$ cat config.mk
export PLATFORM = sky130hd
export DESIGN_NAME = contrast_stretch_rgb
export DESIGN_NICKNAME = d
export VERILOG_FILES = /design/src/rtl/cst_pkg.sv /design/src/rtl/contrast_stretch_rgb.sv /design/src/rtl/cst_front.sv /design/src/rtl/cst_queue.sv /design/src/rtl/cst_div.sv /design/src/rtl/cst_back.sv
export SDC_FILE = /design/constraint.sdc
export NUM_CORES = 1
export LEC_CHECK = 0
export BUFFER_PORTS_ARGS = -buffer_cell sky130_fd_sc_hd__buf_4
export CORE_ASPECT_RATIO = 1.25
export CORE_UTILIZATION = 64
export CTS_CLUSTER_SIZE = 10
export DETAILED_ROUTE_END_ITERATION = 8
export GPL_TIMING_DRIVEN = 0
export PLACE_DENSITY = 0.9
export RECOVER_POWER = 25
export SLEW_MARGIN = 15
export SYNTH_ARGS = -nofsm -noshare
export SYNTH_HDL_FRONTEND = slang
export SYNTH_SLANG_ARGS = --single-unit
$ cat constraint.sdc
create_clock -name clock -period 9.35 [get_ports clock]
set_input_delay 1.4025 -clock clock [delete_from_list [all_inputs] [get_ports clock]]
set_output_delay 1.4025 -clock clock [all_outputs]
set_load 0.02 [all_outputs]
$ cat src/rtl/cst_pkg.sv
package cst_pkg;

   // Commands carried on the request channel.
   localparam logic [1:0] CMD_MEASURE = 2'd0;
   localparam logic [1:0] CMD_APPLY   = 2'd1;
   localparam logic [1:0] CMD_CLEAR   = 2'd2;

   localparam logic [7:0] FULL_SCALE = 8'd255;

   // Depth of the queue between the front and the back.
   localparam int unsigned QUEUE_DEPTH = 4;
   localparam int unsigned QUEUE_PTR_W = $clog2(QUEUE_DEPTH);
   localparam int unsigned QUEUE_CNT_W = $clog2(QUEUE_DEPTH + 1);

   // Divider geometry: a 16-bit dividend over an 8-bit divisor.
   localparam int unsigned DVD_W = 16;
   localparam int unsigned DVS_W = 8;
   localparam int unsigned DIV_CNT_W = $clog2(DVD_W);

   // One apply request as it waits for the back, with the statistics it saw.
   typedef struct packed {
      logic [7:0] blue;
      logic [7:0] green;
      logic [7:0] red;
      logic [7:0] luma;
      logic [7:0] luma_min;
      logic [7:0] luma_max;
   } queue_entry_type;

   typedef struct packed {
      logic full;
      logic empty;
   } queue_status_type;

   typedef struct packed {
      logic             start;
      logic [DVD_W-1:0] dividend;
      logic [DVS_W-1:0] divisor;
   } div_req_type;

   typedef struct packed {
      logic             busy;
      logic             done;
      logic [DVD_W-1:0] quotient;
   } div_rsp_type;

endpackage

$ cat src/rtl/contrast_stretch_rgb.sv
// With the back idle, an apply request takes four divisions before it is answered, one when
// its stretched luma is zero, and none when the statistics are flat or the luma is zero.
// Measure and clear requests complete in the cycle they are accepted. The back finishes one
// apply request before it takes another, held by the shared divider that resolves one
// quotient bit per cycle over four 16-bit divisions; measure and clear run at one a cycle
// while the queue has room. Reset: synchronous, active high; it empties the queue and puts
// the minimum at 255 and the maximum at 0.
module contrast_stretch_rgb
   import cst_pkg::*;
(
   input  logic       clock,
   input  logic       reset,
   input  logic       req_valid,
   output logic       req_ready,
   input  logic [1:0] req_cmd,
   input  logic [7:0] req_pixel_blue,
   input  logic [7:0] req_pixel_green,
   input  logic [7:0] req_pixel_red,
   output logic       rsp_valid,
   input  logic       rsp_ready,
   output logic [7:0] rsp_out_blue,
   output logic [7:0] rsp_out_green,
   output logic [7:0] rsp_out_red
);

   // The front takes every request. A measure request updates the running luma minimum and
   // maximum at once, and a clear request restores them. An apply request is written into the
   // queue together with a copy of the statistics as they stand, so later measure requests
   // cannot disturb a stretch that is still waiting for the back.
   queue_status_type q_stat;
   queue_entry_type  q_wdata;
   queue_entry_type  q_rdata;
   logic             q_push;
   logic             q_pop;
   div_req_type      div_req;
   div_rsp_type      div_rsp;

   cst_front u_front (
      .clock           (clock),
      .reset           (reset),
      .req_valid       (req_valid),
      .req_ready       (req_ready),
      .req_cmd         (req_cmd),
      .req_pixel_blue  (req_pixel_blue),
      .req_pixel_green (req_pixel_green),
      .req_pixel_red   (req_pixel_red),
      .q_stat          (q_stat),
      .q_push          (q_push),
      .q_wdata         (q_wdata)
   );

   // A short queue decouples the two halves: the front keeps measuring while the back works.
   cst_queue u_queue (
      .clock (clock),
      .reset (reset),
      .push  (q_push),
      .wdata (q_wdata),
      .pop   (q_pop),
      .rdata (q_rdata),
      .stat  (q_stat)
   );

   // The back works out the stretched luma and then scales each channel by it, using the one
   // divider for all four quotients. Its output register holds a finished request while the
   // next queue entry is already being worked on.
   cst_back u_back (
      .clock         (clock),
      .reset         (reset),
      .q_stat        (q_stat),
      .q_rdata       (q_rdata),
      .q_pop         (q_pop),
      .div_req       (div_req),
      .div_rsp       (div_rsp),
      .rsp_valid     (rsp_valid),
      .rsp_ready     (rsp_ready),
      .rsp_out_blue  (rsp_out_blue),
      .rsp_out_green (rsp_out_green),
      .rsp_out_red   (rsp_out_red)
   );

   cst_div u_div (
      .clock (clock),
      .reset (reset),
      .req   (div_req),
      .rsp   (div_rsp)
   );

`ifndef SYNTH
   a_queue_no_overflow: assert property (@(posedge clock) disable iff (reset)
      q_push |-> !q_stat.full)
      else $error("apply request written into a full queue");

   a_queue_no_underflow: assert property (@(posedge clock) disable iff (reset)
      q_pop |-> !q_stat.empty)
      else $error("queue read while empty");

   a_div_not_busy: assert property (@(posedge clock) disable iff (reset)
      div_req.start |-> !div_rsp.busy)
      else $error("divider started while a division is in progress");

   a_div_done_after_busy: assert property (@(posedge clock) disable iff (reset)
      div_rsp.done |-> $past(div_rsp.busy))
      else $error("divider finished without having been busy");
`endif

endmodule

$ cat src/rtl/cst_front.sv
module cst_front
   import cst_pkg::*;
(
   input  logic             clock,
   input  logic             reset,
   input  logic             req_valid,
   output logic             req_ready,
   input  logic [1:0]       req_cmd,
   input  logic [7:0]       req_pixel_blue,
   input  logic [7:0]       req_pixel_green,
   input  logic [7:0]       req_pixel_red,
   input  queue_status_type q_stat,
   output logic             q_push,
   output queue_entry_type  q_wdata
);

   // x / 3 for an 8-bit x, as a multiplication by 171 / 512.
   function automatic logic [7:0] div3(input logic [7:0] x);
      logic [15:0] p;
      p = {8'h00, x} * 16'd171;
      return {1'b0, p[15:9]};
   endfunction

   logic [7:0] luma;
   logic [7:0] luma_min_ff, luma_min_in;
   logic [7:0] luma_max_ff, luma_max_in;
   logic       accept;

   assign luma      = div3(req_pixel_blue) + div3(req_pixel_green) + div3(req_pixel_red);
   assign req_ready = ~q_stat.full;
   assign accept    = req_valid & req_ready;
   assign q_push    = accept & (req_cmd == CMD_APPLY);

   assign q_wdata.blue     = req_pixel_blue;
   assign q_wdata.green    = req_pixel_green;
   assign q_wdata.red      = req_pixel_red;
   assign q_wdata.luma     = luma;
   assign q_wdata.luma_min = luma_min_ff;
   assign q_wdata.luma_max = luma_max_ff;

   always_comb begin
      luma_min_in = luma_min_ff;
      luma_max_in = luma_max_ff;
      if (accept) begin
         case (req_cmd)
            CMD_MEASURE: begin
               if (luma < luma_min_ff) luma_min_in = luma;
               if (luma > luma_max_ff) luma_max_in = luma;
            end
            CMD_CLEAR: begin
               luma_min_in = FULL_SCALE;
               luma_max_in = 8'd0;
            end
            default: begin
               luma_min_in = luma_min_ff;
               luma_max_in = luma_max_ff;
            end
         endcase
      end
   end

   always_ff @(posedge clock) begin
      if (reset) begin
         luma_min_ff <= FULL_SCALE;
         luma_max_ff <= 8'd0;
      end else begin
         luma_min_ff <= luma_min_in;
         luma_max_ff <= luma_max_in;
      end
   end

endmodule

$ cat src/rtl/cst_queue.sv
module cst_queue
   import cst_pkg::*;
(
   input  logic             clock,
   input  logic             reset,
   input  logic             push,
   input  queue_entry_type  wdata,
   input  logic             pop,
   output queue_entry_type  rdata,
   output queue_status_type stat
);

   queue_entry_type        mem_ff [QUEUE_DEPTH];
   logic [QUEUE_PTR_W-1:0] wptr_ff, wptr_in;
   logic [QUEUE_PTR_W-1:0] rptr_ff, rptr_in;
   logic [QUEUE_CNT_W-1:0] count_ff, count_in;

   assign stat.full  = (count_ff == QUEUE_CNT_W'(QUEUE_DEPTH));
   assign stat.empty = (count_ff == '0);
   assign rdata      = mem_ff[rptr_ff];

   always_comb begin
      wptr_in  = push ? wptr_ff + 1'b1 : wptr_ff;
      rptr_in  = pop  ? rptr_ff + 1'b1 : rptr_ff;
      count_in = count_ff;
      if (push && !pop) count_in = count_ff + 1'b1;
      if (pop && !push) count_in = count_ff - 1'b1;
   end

   always_ff @(posedge clock) begin
      if (reset) begin
         wptr_ff  <= '0;
         rptr_ff  <= '0;
         count_ff <= '0;
      end else begin
         wptr_ff  <= wptr_in;
         rptr_ff  <= rptr_in;
         count_ff <= count_in;
      end
   end

   always_ff @(posedge clock) begin
      if (push) mem_ff[wptr_ff] <= wdata;
   end

endmodule

$ cat src/rtl/cst_div.sv
module cst_div
   import cst_pkg::*;
(
   input  logic        clock,
   input  logic        reset,
   input  div_req_type req,
   output div_rsp_type rsp
);

   // Restoring division, one quotient bit per cycle.
   logic [DVD_W-1:0]     dvd_ff, dvd_in;
   logic [DVS_W-1:0]     rem_ff, rem_in;
   logic [DVS_W-1:0]     dvs_ff, dvs_in;
   logic [DIV_CNT_W-1:0] cnt_ff, cnt_in;
   logic                 busy_ff, busy_in;
   logic                 done_ff, done_in;
   logic [DVS_W:0]       trial;
   logic                 fits;

   assign trial = {rem_ff, dvd_ff[DVD_W-1]};
   assign fits  = (trial >= {1'b0, dvs_ff});

   always_comb begin
      dvd_in  = dvd_ff;
      rem_in  = rem_ff;
      dvs_in  = dvs_ff;
      cnt_in  = cnt_ff;
      busy_in = busy_ff;
      done_in = 1'b0;
      if (req.start) begin
         dvd_in  = req.dividend;
         dvs_in  = req.divisor;
         rem_in  = '0;
         cnt_in  = '0;
         busy_in = 1'b1;
      end else if (busy_ff) begin
         rem_in = fits ? DVS_W'(trial - {1'b0, dvs_ff}) : trial[DVS_W-1:0];
         dvd_in = {dvd_ff[DVD_W-2:0], fits};
         cnt_in = cnt_ff + 1'b1;
         if (cnt_ff == DIV_CNT_W'(DVD_W - 1)) begin
            busy_in = 1'b0;
            done_in = 1'b1;
         end
      end
   end

   always_ff @(posedge clock) begin
      if (reset) begin
         busy_ff <= 1'b0;
         done_ff <= 1'b0;
         cnt_ff  <= '0;
      end else begin
         busy_ff <= busy_in;
         done_ff <= done_in;
         cnt_ff  <= cnt_in;
      end
   end

   always_ff @(posedge clock) begin
      dvd_ff <= dvd_in;
      rem_ff <= rem_in;
      dvs_ff <= dvs_in;
   end

   assign rsp.busy     = busy_ff;
   assign rsp.done     = done_ff;
   assign rsp.quotient = dvd_ff;

endmodule

$ cat src/rtl/cst_back.sv
module cst_back
   import cst_pkg::*;
(
   input  logic             clock,
   input  logic             reset,
   input  queue_status_type q_stat,
   input  queue_entry_type  q_rdata,
   output logic             q_pop,
   output div_req_type      div_req,
   input  div_rsp_type      div_rsp,
   output logic             rsp_valid,
   input  logic             rsp_ready,
   output logic [7:0]       rsp_out_blue,
   output logic [7:0]       rsp_out_green,
   output logic [7:0]       rsp_out_red
);

   typedef enum logic [5:0] {
      ST_IDLE  = 6'b000001,
      ST_CHECK = 6'b000010,
      ST_SCALE = 6'b000100,
      ST_PREP  = 6'b001000,
      ST_CHAN  = 6'b010000,
      ST_WRITE = 6'b100000
   } back_state_type;

   back_state_type  state_ff, state_in;
   queue_entry_type ent_ff, ent_in;
   logic [7:0]      s_ff, s_in;
   logic [1:0]      chan_ff, chan_in;
   logic [7:0]      res_ff [3];
   logic [7:0]      res_in [3];
   logic            out_valid_ff, out_valid_in;
   logic [7:0]      out_blue_ff, out_green_ff, out_red_ff;
   logic            out_load;
   logic [7:0]      lc;
   logic [7:0]      diff;
   logic [7:0]      ch;
   logic [7:0]      q_sat;

   always_comb begin
      lc = ent_ff.luma;
      if (lc < ent_ff.luma_min) lc = ent_ff.luma_min;
      if (lc > ent_ff.luma_max) lc = ent_ff.luma_max;
   end

   assign diff  = lc - ent_ff.luma_min;
   assign q_sat = (|div_rsp.quotient[DVD_W-1:8]) ? FULL_SCALE : div_rsp.quotient[7:0];

   always_comb begin
      case (chan_ff)
         2'd0:    ch = ent_ff.blue;
         2'd1:    ch = ent_ff.green;
         default: ch = ent_ff.red;
      endcase
   end

   always_comb begin
      state_in     = state_ff;
      ent_in       = ent_ff;
      s_in         = s_ff;
      chan_in      = chan_ff;
      res_in       = res_ff;
      q_pop        = 1'b0;
      out_load     = 1'b0;
      out_valid_in = out_valid_ff & ~rsp_ready;
      div_req      = '0;
      case (state_ff)
         ST_IDLE: begin
            if (!q_stat.empty) begin
               q_pop    = 1'b1;
               ent_in   = q_rdata;
               state_in = ST_CHECK;
            end
         end
         ST_CHECK: begin
            res_in[0] = ent_ff.blue;
            res_in[1] = ent_ff.green;
            res_in[2] = ent_ff.red;
            if (ent_ff.luma_max <= ent_ff.luma_min || ent_ff.luma == 8'd0) begin
               state_in = ST_WRITE;
            end else begin
               // 255 * diff as diff * 256 - diff.
               div_req.start    = 1'b1;
               div_req.dividend = {diff, 8'h00} - {8'h00, diff};
               div_req.divisor  = ent_ff.luma_max - ent_ff.luma_min;
               state_in         = ST_SCALE;
            end
         end
         ST_SCALE: begin
            if (div_rsp.done) begin
               s_in    = div_rsp.quotient[7:0];
               chan_in = 2'd0;
               if (div_rsp.quotient[7:0] == 8'd0) state_in = ST_WRITE;
               else state_in = ST_PREP;
            end
         end
         ST_PREP: begin
            div_req.start    = 1'b1;
            div_req.dividend = {8'h00, ch} * {8'h00, s_ff};
            div_req.divisor  = ent_ff.luma;
            state_in         = ST_CHAN;
         end
         ST_CHAN: begin
            if (div_rsp.done) begin
               res_in[chan_ff] = q_sat;
               if (chan_ff == 2'd2) begin
                  state_in = ST_WRITE;
               end else begin
                  chan_in  = chan_ff + 2'd1;
                  state_in = ST_PREP;
               end
            end
         end
         ST_WRITE: begin
            if (!out_valid_ff || rsp_ready) begin
               out_load     = 1'b1;
               out_valid_in = 1'b1;
               state_in     = ST_IDLE;
            end
         end
         default: state_in = ST_IDLE;
      endcase
   end

   always_ff @(posedge clock) begin
      if (reset) begin
         state_ff     <= ST_IDLE;
         out_valid_ff <= 1'b0;
         chan_ff      <= 2'd0;
      end else begin
         state_ff     <= state_in;
         out_valid_ff <= out_valid_in;
         chan_ff      <= chan_in;
      end
   end

   always_ff @(posedge clock) begin
      ent_ff <= ent_in;
      s_ff   <= s_in;
      res_ff <= res_in;
      if (out_load) begin
         out_blue_ff  <= res_ff[0];
         out_green_ff <= res_ff[1];
         out_red_ff   <= res_ff[2];
      end
   end

   assign rsp_valid     = out_valid_ff;
   assign rsp_out_blue  = out_blue_ff;
   assign rsp_out_green = out_green_ff;
   assign rsp_out_red   = out_red_ff;

endmodule

==> results <==
- The flow ran to the end, but the final reports show violations.
- The final reports fail on DRC.
- Max-cap violations in this run came to 0.
- The number of antenna violations at the first check in global routing is 0.
- After clock tree synthesis, the clock-pin slew on the worst setup and hold paths is around 0.05 ns.
- The number of placed instances, taps included, is 2,169.
- The critical path startpoint category is an input pin.
- The final count of hold timing violations is 0.
- The per-instance average area after synthesis is 12.6 um2.
- The unique cell type count in the Yosys netlist is 73.
- The worst setup path is captured at a flip-flop.
- The count of input and output buffers is 54.
- The via total after detailed routing is 14.1k.
- In this design, the stage delay of the slowest critical-path cell is 0.51 ns.
- The clock latency reported for the late side of the worst-skew pair is 0.55 ns.
- The depth of the most critical reg-to-reg path is 23.
- The overall track demand over capacity in global routing is 0.297.
- For this design the top-level I/O count stands at between 50 and 60.
- The met2 track demand over resource in global routing is 0.539.
- After global routing, the most crowded layer is met2.
- On the final layout, the worst clock skew is 0.0188 ns.
- The slowest library cell on the worst path is fa_1.
- After floorplanning, the core was sized to cover roughly 33,000 um2.
- The final number of setup-violating endpoints is 0.
- The register-to-register setup slack is 2.81 ns.
- The cell area after synthesis is 21,400 um2.
- The path with the worst hold slack has its endpoint at u_back.rsp_out_blue[1].
- For this run, global-route usage on met1 was measured as 0.334.
- The required time at the worst-slack endpoint is 9.81 ns.
- The final routed DRC violation total is 6.
- The pin count of the biggest net entering global routing is 49.
- The filler cell count in the final layout is about 2.1k.
- Counting flops with a built-in enable in the synthesized netlist gives 320.
- The global routing met3 resource utilization is 0.0425.
- Counting instances, the worst hold path has a depth of 0.
- The worst hold path begins at u_back.res_ff[17].
- The post-synthesis cell count is 1,695.
- The destination of the worst register-to-register timing path is u_div.dvd_ff[5].
- The startpoint-to-endpoint class of the critical path is in -> reg.
- The worst pin sits at a relative slew slack of 0.316.
- The post-route fraction of the period consumed by the critical path is 0.950.
- The final max-slew violation count is 0.
- The measured slew at the worst slew-check pin is 1.03 ns.
- The leading register cell type out of synthesis is edfxtp_1.
- The first global-routing pass estimated between 70 and 80 mm of wire.
- In this run, CTS created clock tree buffers numbering 42.
- From bottom edge to top edge, the die measures approximately 210 um.
- The number of buffers inserted for hold repair after clock tree synthesis is 0.
- After floorplanning, the core was divided into 74 placement rows.
- The clock root buffer is clkbuf_16.
- The clock tree from TritonCTS is built.
- The endpoint arrival time on the critical path is 9.34 ns.
- The maximum clock path buffer count is 3.
- Along the worst path, the maximum fanout reaches 10.
- Of the synthesized area, sequential elements account for 0.492.
- The overall die area is 34,200 um2.
- The area added between synthesis and finish is 10.0%.
- In this run the remaining antenna-violating nets after routing total 0.
- After detailed routing, the average wire length per cell comes to approximately 22 um.
- The Yosys step of the flow raised 0 warnings.
- The flop and latch count out of synthesis is 366.
- After the last flow step, the layout net total stands at between 2k and 2.5k.
- Timing would allow up to 113 MHz.
- The post-layout minimum cycle time is about 9 ns.
- The most numerous cell type found on the critical path is fa_1.
- The final wirelength is 49.1 mm.
- The number of global-route vias before repair is 14.8k.
- The die is 166 um wide.
- Before antenna repair, the detailed router went through 7 iterations.
- After clock tree synthesis, the setup repair step added 0 buffers.
- Summed over all nets, the half-perimeter wirelength after detailed placement is 34.3 mm.
- The fraction of registers with async set or reset after synthesis is 0.
- The tightest min-delay check is of the reg -> reg type.
- The critical register-to-register path startpoint is u_back.ent_ff[15].
- The first routing iteration left 1,369 violations.
- The number of inserted diodes is 0.
- The via density per instance is approximately 6.3.
- The final RePlAce weighted congestion is 0.931.
- The starting utilization of the core area is 0.653.
- Gates resized during post-CTS repair numbered 0.
- Setup repair after global routing left no endpoint under its margin.
- The fraction of final layout cells with drive strength greater than 1 is 0.100.
- The H-tree was split into 2 levels.
- The number of sinks driven by the clock tree is 366.
- The aggregate negative setup slack is 0 ns.
- The number of nets in the synthesized netlist is 2,037.
- Summed over all layers, the global routing overflow is 0.
- The finished layout holds 2,246 standard cells, fillers aside.
-- synth_stat cells, types with 5 or more instances --
cell type	number	share of area
inv_1	213	0.037
edfxtp_1	320	0.45
and2_1	37	0.011
o211ai_1	8	0.0028
nor3b_1	7	0.0025
nand4_1	8	0.0023
nor2b_1	13	0.0038
or3_1	11	0.0032
o21bai_1	10	0.0035
nand2_1	131	0.023
dfxtp_1	46	0.043
buf_1	6	0.0011
a22oi_1	16	0.0056
nor4_1	10	0.0029
fa_1	83	0.078
a21oi_1	55	0.013
nand2b_1	6	0.0018
buf_2	8	0.0019
nand3_1	11	0.0026
mux2i_1	8	0.0037
a31oi_1	15	0.0044
xnor2_1	39	0.016
a211oi_1	10	0.0035
o21a_1	17	0.0060
mux2_2	12	0.0063
and3_1	5	0.0015
a21o_1	19	0.0067
nand3b_1	7	0.0025
nor3_1	39	0.0091
mux4_2	48	0.051
or2_2	5	0.0015
nor2_1	71	0.012
ha_1	229	0.13
clkbuf_1	23	0.0040
o21ai_0	70	0.016
xor2_1	25	0.010
-- metrics by stage --
step | instance area (um2) | hold WS (ns) | util | setup WS, ns
global route | 23500 | 0.423 | 0.718 | 0.195
floorplan | 21400 | 0.400 | - | 1.47
CTS | 23600 | 0.419 | 0.720 | 0.741
finish | 23500 | 0.419 | 0.718 | 0.466
detailed placement | 22400 | 0.405 | 0.683 | 0.325
global placement | 22300 | 0.403 | 0.681 | 0.642
-- worst max-delay path by stage --
stage | start | end | slack (ns) | depth (start not counted)
after global routing | req_pixel_blue[1] | u_front.luma_max_ff[1] | 0.19 | 29
final | req_pixel_green[1] | u_front.luma_max_ff[1] | 0.47 | 31
after global placement | req_pixel_green[1] | u_front.luma_max_ff[1] | 0.64 | 29
after floorplan | req_pixel_green[1] | u_front.luma_max_ff[1] | 1.47 | 28
after detailed placement | req_pixel_green[2] | u_front.luma_max_ff[1] | 0.32 | 33
after CTS | req_pixel_green[2] | u_front.luma_max_ff[1] | 0.74 | 33
-- critical path: cells and delay by family --
kind / cells / cell delay [ns]
compound gates: 11 / 1.77
simple gates: 3 / 0.92
fa+ha+maj: 9 / 3.38
xor+xnor: 2 / 0.78
buf+inv: 6 / 1.08
-- cells by family (layout without fill, tap and decap cells) --
logic type	after synthesis	count (layout)	share of synthesized area
flops	366	366	0.492
mux	68	68	0.0606
simple gates	374	374	0.0856
buf+inv	255	388	0.0467
xor+xnor	64	64	0.0262
fa+ha+maj	312	312	0.212
compound gates	256	256	0.0771
-- flip-flops by register name, indices dropped and copies added (netlist names), 3 cells and up --
name	count
u_back.s_ff	8
u_back.ent_ff	48
u_back.rsp_out_blue	8
u_front.luma_max_ff	8
u_div.dvs_ff	8
u_div.rem_ff	8
u_div.cnt_ff	4
u_div.dvd_ff	16
u_queue.count_ff	3
u_queue.mem_ff	192
u_back.res_ff	24
u_back.state_ff	6
u_back.rsp_out_green	8
u_back.rsp_out_red	8
u_front.luma_min_ff	8
-- cells in the final DEF, fill, tap and decap left out, types with 17 or more instances in the layout --
master / netlist / layout
edfxtp_1: 320 / 320
nor2_1: 71 / 70
buf_4: 1 / 36
clkbuf_1: 23 / 74
o21a_1: 17 / 17
xor2_1: 25 / 25
clkbuf_16: 0 / 43
nor3_1: 39 / 39
nand2_1: 131 / 131
a21o_1: 19 / 19
ha_1: 229 / 229
o21ai_0: 70 / 70
xnor2_1: 39 / 39
inv_1: 213 / 213
fa_1: 83 / 83
a21oi_1: 55 / 55
mux4_2: 48 / 48
and2_1: 37 / 33
dfxtp_1: 46 / 46
-- layer usage --
| metal | routed length (um) | vias to the layer above |
|---|---|---|
| met5 | 0 | - |
| met4 | 2700 | 0 |
| met3 | 3050 | 185 |
| met2 | 25900 | 695 |
| met1 | 17400 | 6954 |
| li1 | - | 6304 |
-- area by class of cell --
type                       instances  area (um2)  share of cell area
multi-input combinational       1074        9880               0.420
inverter                         214         803              0.0341
tap                              418         523              0.0222
clock inverter                     1        8.76            0.000372
sequential                       366       10500               0.448
buffer                            41         195             0.00830
timing repair buffer              56         377              0.0160
clock buffer                      76        1210              0.0514
Power is left out: the tool's default activity adds up to more than one toggle a clock period on the data nets, which glitch-free logic cannot reach.
